<file path="src/rtl/cnv_pkg.sv">
// Shared constants, types and codes for the RGBA 11x11 convolution block.
// No dependencies; every file but cnv_ram imports this package.
package cnv_pkg;

   // filter and image geometry
   localparam int TAPS       = 11;
   localparam int LINES      = TAPS - 1;
   localparam int NTAP       = TAPS * TAPS;
   localparam int MAX_LINE   = 1024;
   localparam int MAX_HEIGHT = 4096;
   localparam int CHANNELS   = 4;
   localparam int PIXEL_BITS = 8;
   localparam int COEF_BITS  = 16;
   localparam int FRAC_BITS  = COEF_BITS - 1;

   // field widths of the channels
   localparam int TAP_W     = 4;
   localparam int CH_W      = 2;
   localparam int WREG_W    = 11;
   localparam int HREG_W    = 13;
   localparam int CSR_IDX_W = 2;
   localparam int CSR_DAT_W = 13;

   // internal widths
   localparam int COL_W       = $clog2(MAX_LINE);
   localparam int ROW_W       = $clog2(MAX_HEIGHT);
   localparam int LINE_W      = CHANNELS * PIXEL_BITS;
   localparam int TREE_LEVELS = $clog2(NTAP);
   localparam int NLEAF       = 1 << TREE_LEVELS;
   localparam int PROD_W      = COEF_BITS + PIXEL_BITS + 1;
   localparam int ACC_W       = PROD_W + TREE_LEVELS;
   localparam int LANE_LAT    = TREE_LEVELS + 2;

   // result queue
   localparam int FIFO_DEPTH = 32;
   localparam int FIFO_AW    = $clog2(FIFO_DEPTH);

   // operation codes
   localparam logic OP_LOAD  = 1'b0;
   localparam logic OP_PIXEL = 1'b1;

   // register indexes
   localparam logic [CSR_IDX_W-1:0] REG_PADDED_WIDTH  = CSR_IDX_W'(0);
   localparam logic [CSR_IDX_W-1:0] REG_PADDED_HEIGHT = CSR_IDX_W'(1);

   typedef logic [PIXEL_BITS-1:0] pix_type;

   // coefficient write toward one lane
   typedef struct packed {
      logic                        en;
      logic [TAP_W-1:0]            row;
      logic [TAP_W-1:0]            col;
      logic signed [COEF_BITS-1:0] value;
   } coef_wr_type;

   // one result pixel
   typedef struct packed {
      pix_type red;
      pix_type green;
      pix_type blue;
      pix_type alpha;
      logic    end_of_row;
      logic    end_of_frame;
   } rsp_data_type;

   // per-stage tracking of an item behind the lanes
   typedef struct packed {
      logic valid;
      logic emit;
      logic eor;
      logic eof;
   } trk_type;

endpackage

</file>
<file path="src/rtl/cnv_fifo.sv">
// Result queue between the lane pipeline and the result channel.
// Depends on cnv_pkg.
module cnv_fifo import cnv_pkg::*; (
   input  logic         clock,
   input  logic         reset,
   input  logic         push,
   input  rsp_data_type push_data,
   input  logic         pop,
   output logic         not_empty,
   output rsp_data_type head
);

   rsp_data_type       mem_ff [FIFO_DEPTH];
   logic [FIFO_AW-1:0] wr_ptr_ff;
   logic [FIFO_AW-1:0] rd_ptr_ff;
   logic [FIFO_AW:0]   count_ff;
   logic [FIFO_AW:0]   count_in;

   assign not_empty = (count_ff != '0);
   assign head      = mem_ff[rd_ptr_ff];

   // store a pushed transaction
   always_ff @(posedge clock) begin
      if (push) begin
         mem_ff[wr_ptr_ff] <= push_data;
      end
   end

   always_comb begin
      count_in = count_ff;
      if (push && !pop) count_in = count_ff + 1'b1;
      if (!push && pop) count_in = count_ff - 1'b1;
   end

   // advance pointers
   always_ff @(posedge clock) begin
      if (reset) begin
         wr_ptr_ff <= '0;
         rd_ptr_ff <= '0;
         count_ff  <= '0;
      end else begin
         if (push) wr_ptr_ff <= wr_ptr_ff + 1'b1;
         if (pop)  rd_ptr_ff <= rd_ptr_ff + 1'b1;
         count_ff <= count_in;
      end
   end

`ifndef SYNTH
   a_no_overflow: assert property (@(posedge clock) disable iff (reset)
      push && !pop |-> count_ff != (FIFO_AW+1)'(FIFO_DEPTH))
      else $error("result queue overflow");
   a_no_underflow: assert property (@(posedge clock) disable iff (reset)
      pop |-> count_ff != '0)
      else $error("result queue underflow");
`endif

endmodule

</file>
<file path="config.mk">
export PLATFORM = sky130hd
export DESIGN_NAME = cnv_fifo
export DESIGN_NICKNAME = d
export VERILOG_FILES = /design/src/rtl/cnv_pkg.sv /design/src/rtl/cnv_fifo.sv
export SDC_FILE = /design/constraint.sdc
export NUM_CORES = 1
export LEC_CHECK = 0
export ABC_AREA = 0
export BUFFER_PORTS_ARGS = -buffer_cell sky130_fd_sc_hd__buf_2
export CAP_MARGIN = 20
export CORE_ASPECT_RATIO = 1.25
export CORE_MARGIN = 2
export CORE_UTILIZATION = 55
export CTS_BUF_LIST = sky130_fd_sc_hd__clkbuf_16
export DETAILED_ROUTE_END_ITERATION = 6
export PLACE_DENSITY = 0.77
export SYNTH_ARGS = -nofsm -noshare
export SYNTH_HDL_FRONTEND = slang
export SYNTH_SLANG_ARGS = --single-unit
</file>
<file path="constraint.sdc">
create_clock -name clock -period 2.92 [get_ports clock]
set_input_delay 0 -clock clock [delete_from_list [all_inputs] [get_ports clock]]
set_output_delay 0 -clock clock [all_outputs]
set_load 0.1 [all_outputs]
</file>
* Word level (Yosys, flattened, before mapping)
Memory sizes are Yosys's and may differ from the RTL's. A register that Yosys moved wholly into a read port is not among the register bits.
Index checks and enable logic that the tools add are counted.
W data, S select, Z words.
** Storage, ports and cells
- Logic and storage cells :: 20
- Register bits :: 16
- Memories kept :: 1
- Memory bits (writable) :: 1088
- Bits of input ports :: 38
** Memories
- mem_ff :: depth 32, width 34, read ports 1, clocked after Yosys merged registers in 1, wr ports 1, line cnv_fifo.sv:13 : rsp_data_type mem_ff [FIFO_DEPTH];
** Operators by class
- Reductions and logical operators :: 6
- Add/sub/neg operators :: 4
- Muxes and demuxes :: 6
** Operators with widths (count)
- $mux W6 :: 2
- $add A5 B1 Y5 const B :: 2
- $mux W5 :: 2
- $add A6 B1 Y6 const B :: 1
- $reduce_bool A6 Y1 :: 1
- $sub A6 B1 Y6 const B :: 1
- $logic_and A1 B1 Y1 :: 2
- $logic_not A1 Y1 :: 2
- $mux W1 :: 2
- $reduce_bool A2 Y1 :: 1

* Logic depth before layout (Yosys ltp)
Gate-level depths: netlist of the first run.
- Word-level depth :: 4
- Gate-level depth with buffers :: 10

* Least setup slack after synthesis of the first run
OpenSTA, ideal clock, no wires.
- Path kind :: register to register
- Start point :: register wr_ptr_ff[4]
- End point :: memory mem_ff[16][0] in the netlist's numbering, enable pin
- Buffers on the path :: 1
- Stages on the path, launching flop included :: 4
- Setup slack :: 0.024 ns
- Data arrival time :: 2.470 ns
- Path through :: dfxtp_1 > clkbuf_1 > or3b_2 > nor2_1
** RTL lines
- from (decl) :: line cnv_fifo.sv:14 : logic [FIFO_AW-1:0] wr_ptr_ff;
- from (signal assigned) :: line cnv_fifo.sv:42 : if (push) wr_ptr_ff <= wr_ptr_ff + 1'b1;
- to (decl) :: line cnv_fifo.sv:13
No word-level cell before the write port.

==> results.json, run 1 <==
{
  "status": "finished, violations left",
  "violations": "negative setup slack",
  "grt_pass1_vias": 23567,
  "dieHeight_um": 316,
  "synth_common_cells": "1088 x edfxtp_1, 207 x mux2_2, 136 x mux4_2",
  "critPathCaptureType": "output port",
  "hold_path.class": "in2reg",
  "antenna_found_initial": 2,
  "cts_tree": "done",
  "drv_slew": 0,
  "drt_iter0_drc": 3014,
  "p_leak_uw": 0.0163,
  "drt_pass1_iterations": 6,
  "synthToLayoutAreaGrowth_pct": 19.4,
  "synthArstFlopShare": 0,
  "synth_largest_area_cell": "edfxtp_1",
  "fin_area_sq_um": 51100,
  "grt.total_usage": 0.280,
  "yosysMostFrequentCell": "edfxtp_1",
  "placed_cell_area_sq_um": 45800,
  "cts_buffers": 101,
  "drv_cap": 0,
  "dpl.hpwl_mm": 57.0,
  "ant_nets": 0,
  "slowest_stage": "or4_4",
  "worstSetupPathType": "reg2out",
  "synth-warning-count": 0,
  "syn_area_sq_um": 42800,
  "cellPowerDensity_nw_per_um2": 673,
  "fin_util": 0.662,
  "synthDominantCellAreaShare": 0.764,
  "gr-total-overflow": 0,
  "synth_edf_count": 1088,
  "finalCriticalPeriod_ns": 3.09,
  "cp_top_family": "buffers and inverters",
  "io_buffer_count": 72,
  "final_layout_size_suffix_gt1_frac": 0.334,
  "finalCritPeriodShare": 1.06,
  "synthCells": 2156,
  "setup_ws_ns": -0.174,
  "ioPinCount": 73,
  "tightest_slew_ns": 0.831,
  "slowest_delay_ns": 0.57,
  "htreeDepth": 3,
  "skew_ns": 0.0313,
  "avgRoutedWirePerCell_um": 31.8,
  "cpMostUsedCell": "buf_12",
  "cp_cell_sequence": "buf_12 > buf_12 > buf_16 > mux4_2 > a22o_1 > or4_4 > buf_12",
  "wl_met2_mm": 56.6,
  "wl_mm": 113,
  "via_count": 23410,
  "synth_area_leaders": "edfxtp_1 76%, mux4_2 7.2%, mux2_2 5.5%, a22o_1 1.4%, a211oi_1 1.2%",
  "syn_nets": 2202,
  "rows": 114,
  "dieArea_sq_um": 80000,
  "worstPathRequired_ns": 2.92,
  "via_per_inst": 6.61,
  "cp_num_buf_inv": 4,
  "cp_max_fo": 8,
  "grt_start_max_net_pins": 54,
  "clock-sinks": 1109,
  "ys_ff_latch": 1109,
  "slew_headroom": 0.444,
  "dp_cells": 3259,
  "die_x_um": 253,
  "hold_viol": 0,
  "synthFlopType": "edfxtp_1",
  "avgSynthCellArea_sq_um": 19.8,
  "initial_utilization": 0.554,
  "clk_pin_slew_ns": 0.06,
  "grt_pass1_wl_mm": 159,
  "clk_latency_ns": 0.66,
  "crit_arrival_ns": 3.09,
  "vdd_ir_drop_max_v": 0.000691,
  "highest_layer": "met5",
  "synth_cell_types": 44,
  "cp-start-kind": "flip-flop",
  "pre_cts_ws_ns": 0.273,
  "dr_wl_met3_mm": 11.6,
  "root_buffer": "clkbuf_16",
  "nNetsFinal": 2464,
  "finalPower_uw": 34400,
  "fill_cells": 4621,
  "ys_seq_area_frac": 0.774,
  "timing.fmax_mhz": 323,
  "drc": 0,
  "setup_viol": 33,
  "cts_max_path_buffers": 3,
  "layoutNonFillerInstCount": 3543,
  "met1_length_mm": 38.9,
  "core_area_sq_um": 77200,
  "rsz0062_at_grt": "yes",
  "gp_congestion": 0.797,
  "diodes": 0
}
per-layer routing:
layer	up-vias	GRT usage
met1	12021	0.355
met4	2	0.132
met5	-	0
met2	1602	0.469
met3	357	0.0538
li1	9428	-
layout make-up:
class                      count  area (sq um)  share of cell area
tap                         1044          1310              0.0256
multi-input combinational    913          9610               0.188
clock inverter                83           749              0.0147
timing repair buffer         289          3750              0.0735
sequential                  1109         33100               0.648
clock buffer                 101          2530              0.0495
inverter                       4          15.0            0.000294
registers in the layout, indices dropped and copies added, names as in the netlist, named ones only:
name / cells
wr_ptr_ff: 5
mem_ff: 1088
count_ff: 6
rd_ptr_ff: 5
where the power goes:
group / total, uW / internal (uW) / switching [uW]
combinational: 3620 / 1560 / 2060
sequential: 17600 / 17600 / 54.1
clock: 13100 / 7370 / 5750
total: 34400 / 26500 / 7860
worst register-to-register path, delay by kind of cell (launching register included):
family	cells	cell delay, ns
adder cells (fa/ha/maj)	1	0.15
buffers and inverters	2	0.67
flip-flops	1	0.37
AND/OR/NAND/NOR	2	0.77
layout by cell type, fill, tap and decap left out, drive strengths merged, types with 21 or more instances in the layout:
master          n
edfxtp       1088
buf           242
mux2          207
mux4          136
clkbuf        107
nor2b          72
nor3           69
o21ai          69
o22ai          69
a211oi         68
a22o           68
nor2           54
clkinv         42
dlygate4sd3    38
or4            34
inv            28
dfxtp          21
per-stage QoR:
step,hold slack [ns],TNS (ns)
floorplan,0.0989,0
global placement,0.410,0
detailed placement,0.438,0
CTS,0.282,-3.19
global route,0.339,-5.03
finish,0.307,-2.94
logic make-up (layout without fill, tap and decap cells):
logic type / count (synthesis) / in the layout / share of synthesized area
AOI/OAI and AO/OA: 284 / 284 / 0.0457
xor gates and xnor gates: 11 / 11 / 0.00225
adders and majority gates: 8 / 8 / 0.00234
buffers and inverters: 134 / 477 / 0.0143
DFF: 1109 / 1109 / 0.774
muxes: 347 / 347 / 0.127
and+or+nand+nor: 263 / 263 / 0.0345
path summary, 6_finish.rpt:
path,from,endpoint,slack [ns],cells past startpoint
max reg2reg,wr_ptr_ff[0],mem_ff[0][16],0.58,5
min,reset,rd_ptr_ff[0],0.31,3
max,flip-flop,head[7],-0.17,7
min reg2reg,rd_ptr_ff[1],flip-flop,0.56,2
what timing repair did:
action | CTS | global route
gates cloned | 12 | 6
setup endpoints to repair | 34 | 34
hold buffers | 38 | 0
buffers inserted | 22 | 22
pin swaps | 24 | 21
resized for setup | 124 | 30
endpoints found under the hold margin | 1109 | 0
(Power assumes the default switching activity.)
==> inputs of run 2 (changes only) <==
--- a/config.mk
+++ b/config.mk
@@ -10,10 +10,10 @@
 export CAP_MARGIN = 20
 export CORE_ASPECT_RATIO = 1.25
 export CORE_MARGIN = 2
-export CORE_UTILIZATION = 55
+export CORE_UTILIZATION = 52
 export CTS_BUF_LIST = sky130_fd_sc_hd__clkbuf_16
 export DETAILED_ROUTE_END_ITERATION = 6
-export PLACE_DENSITY = 0.77
+export PLACE_DENSITY = 0.74
 export SYNTH_ARGS = -nofsm -noshare
 export SYNTH_HDL_FRONTEND = slang
 export SYNTH_SLANG_ARGS = --single-unit
==> run 2 against run 1 <==
The flow still finishes with violations (negative setup slack). Combinational power shrank 5%. Register-to-register slack gained 0.03 ns. Worst setup slack gained 0.066 ns. Global-route usage shrank 3.0 points. Core utilization shrank 4.2 points. Clock skew shrank 0.014 ns. Via count shrank 3.7%. Non-clock buffer count shrank 48. Sequential cell count is the same. Sequential power is essentially flat. Count of clock-buffer cells in the layout grew 7. Die area grew 5.7%.
==> results.json, run 2 (synthesis gave the netlist of run 1 again) <==
{
  "mostFrequentLayoutCell": "edfxtp_1",
  "core_area_sq_um": 81400,
  "nNetsFinal": 2415,
  "final_layout_size_suffix_gt1_frac": 0.315,
  "cp-start-kind": "flip-flop",
  "r2r_start": "wr_ptr_ff[0]",
  "worstHoldStart": "push",
  "cp_num_buf_inv": 4,
  "drt_iter0_drc": 2826,
  "synthToLayoutAreaGrowth_pct": 18.0,
  "p_leak_uw": 0.0159,
  "timing.fmax_mhz": 330,
  "grt_start_max_net_pins": 57,
  "cts_max_path_buffers": 3,
  "drt_pass1_iterations": 5,
  "cts_tree": "done",
  "avgRoutedWirePerCell_um": 30.2,
  "dp_cells": 3262,
  "via_count": 22550,
  "fin_area_sq_um": 50500,
  "cp_cell_sequence": "buf_12 > buf_12 > buf_16 > mux4_2 > a22o_1 > or4_4 > buf_12",
  "cp_max_fo": 6,
  "hold_viol": 0,
  "clock-sinks": 1109,
  "status": "finished, violations left",
  "slowest_delay_ns": 0.52,
  "slew_headroom": 0.431,
  "dpl.hpwl_mm": 53.1,
  "tightest_slew_ns": 0.851,
  "worstPathRequired_ns": 2.92,
  "drc": 0,
  "finalCriticalPeriod_ns": 3.03,
  "crit_arrival_ns": 3.03,
  "cellPowerDensity_nw_per_um2": 670,
  "cts_buffers": 100,
  "placed_cell_area_sq_um": 45800,
  "slowest_stage": "or4_4",
  "dieArea_sq_um": 84600,
  "grt.total_usage": 0.249,
  "finalCritPeriodShare": 1.04,
  "clk_pin_slew_ns": 0.07,
  "antenna_found_initial": 1,
  "via_per_inst": 6.40,
  "clk_latency_ns": 0.68,
  "initial_utilization": 0.525,
  "worstSetupPathType": "reg2out",
  "top_regs": "mem_ff: 1088 flops, count_ff: 6 flops",
  "ioPinCount": 73,
  "die_x_um": 260,
  "gp_congestion": 0.754,
  "dieHeight_um": 325,
  "mostFrequentLayoutCells": "1088 x edfxtp_1, 207 x mux2_2, 136 x mux4_2",
  "root_buffer": "clkbuf_16",
  "violations": "negative setup slack",
  "critPathCaptureType": "output port",
  "largest-register": "mem_ff",
  "skew_ns": 0.0177,
  "finalPower_uw": 33800,
  "cpMostUsedCell": "buf_12",
  "hold_path.class": "in2reg",
  "rows": 117,
  "setup_ws_ns": -0.108,
  "wl_mm": 106,
  "holdWs_ns": 0.284,
  "drv_slew": 0,
  "rsz0062_at_grt": "yes",
  "gr-total-overflow": 0,
  "htreeDepth": 3,
  "layoutNonFillerInstCount": 3521,
  "setup_viol": 34,
  "io_buffer_count": 72,
  "ant_nets": 0,
  "grt_pass1_vias": 23146,
  "grt_pass1_wl_mm": 153,
  "largest_reg_flops": 1088,
  "vdd_ir_drop_max_v": 0.000493,
  "drv_cap": 0,
  "cp_top_family": "buffers and inverters"
}
==> run 2: cell count changes in the layout (fill, tap and decap cells not counted), moves of 5 or more <==
cell,previous run,this run
o22ai_2,9,4
buf_8,3,8
clkbuf_16,107,113
buf_4,99,52
buf_16,22,17
bufinv_16,12,5
inv_6,5,0
o22ai_1,59,65
==> run 2: what timing repair did <==
| action | in CTS | in global routing |
|---|---|---|
| buffers inserted | 18 | 6 |
| hold buffers | 38 | 0 |
| pin swaps | 15 | 9 |
| cloned | 11 | 6 |
| endpoints found under the hold margin | 1109 | 0 |
| gates resized for setup | 105 | 18 |
| endpoints found under the setup margin | 34 | 34 |
==> run 2: metal layers <==
metal / vias up / global-route usage / wire, um
li1: 9289 / - / -
met1: 11720 / 0.317 / 37600
met2: 1261 / 0.423 / 54600
met3: 280 / 0.0432 / 9050
met4: 0 / 0.107 / 4940
met5: - / 0 / 0
==> run 2: metrics by stage <==
| stage | setup TNS, ns | utilization | setup slack (ns) |
|---|---|---|---|
| after detailed placement | 0 | 0.562 | 0.242 |
| after global routing | -3.48 | 0.620 | -0.163 |
| after CTS | -2.65 | 0.617 | -0.131 |
| after floorplan | 0 | - | 0.0244 |
| after global placement | 0 | 0.562 | 0.281 |
| final | -1.78 | 0.620 | -0.108 |
==> run 2: worst paths after layout <==
kind,end,slack (ns),depth (start not counted)
worst max-delay path,head[27],-0.11,7
worst min-delay path,wr_ptr_ff[1],0.28,4
worst max register to register,mem_ff[20][8],0.61,5
worst min register to register,wr_ptr_ff[1],0.57,2
==> run 2: worst min-delay path, delay by kind of cell <==
family | cells | cell delay [ns]
and+or+nand+nor | 1 | 0.07
buffers and inverters | 2 | 0.73
muxes | 1 | 0.10
==> run 2: final cells by class <==
cell class                      instances  area, sq um
Clock inverter                         74          487
Antenna cell                            1         2.50
Sequential cell                      1109        33100
Multi-Input combinational cell        913         9510
Tap cell                             1071         1340
Clock buffer                          108         2700
Timing Repair Buffer                  241         3320
Inverter                                4         15.0
Fill cell                            5361        30900
==> run 2: report_power, final <==
group | total [uW] | leakage [uW] | internal [uW] | switching [uW]
registers | 17600 | 0.00997 | 17600 | 55.0
clock network | 12800 | 0.00164 | 7080 | 5670
logic | 3440 | 0.00432 | 1460 | 1970
total | 33800 | 0.0159 | 26100 | 7700
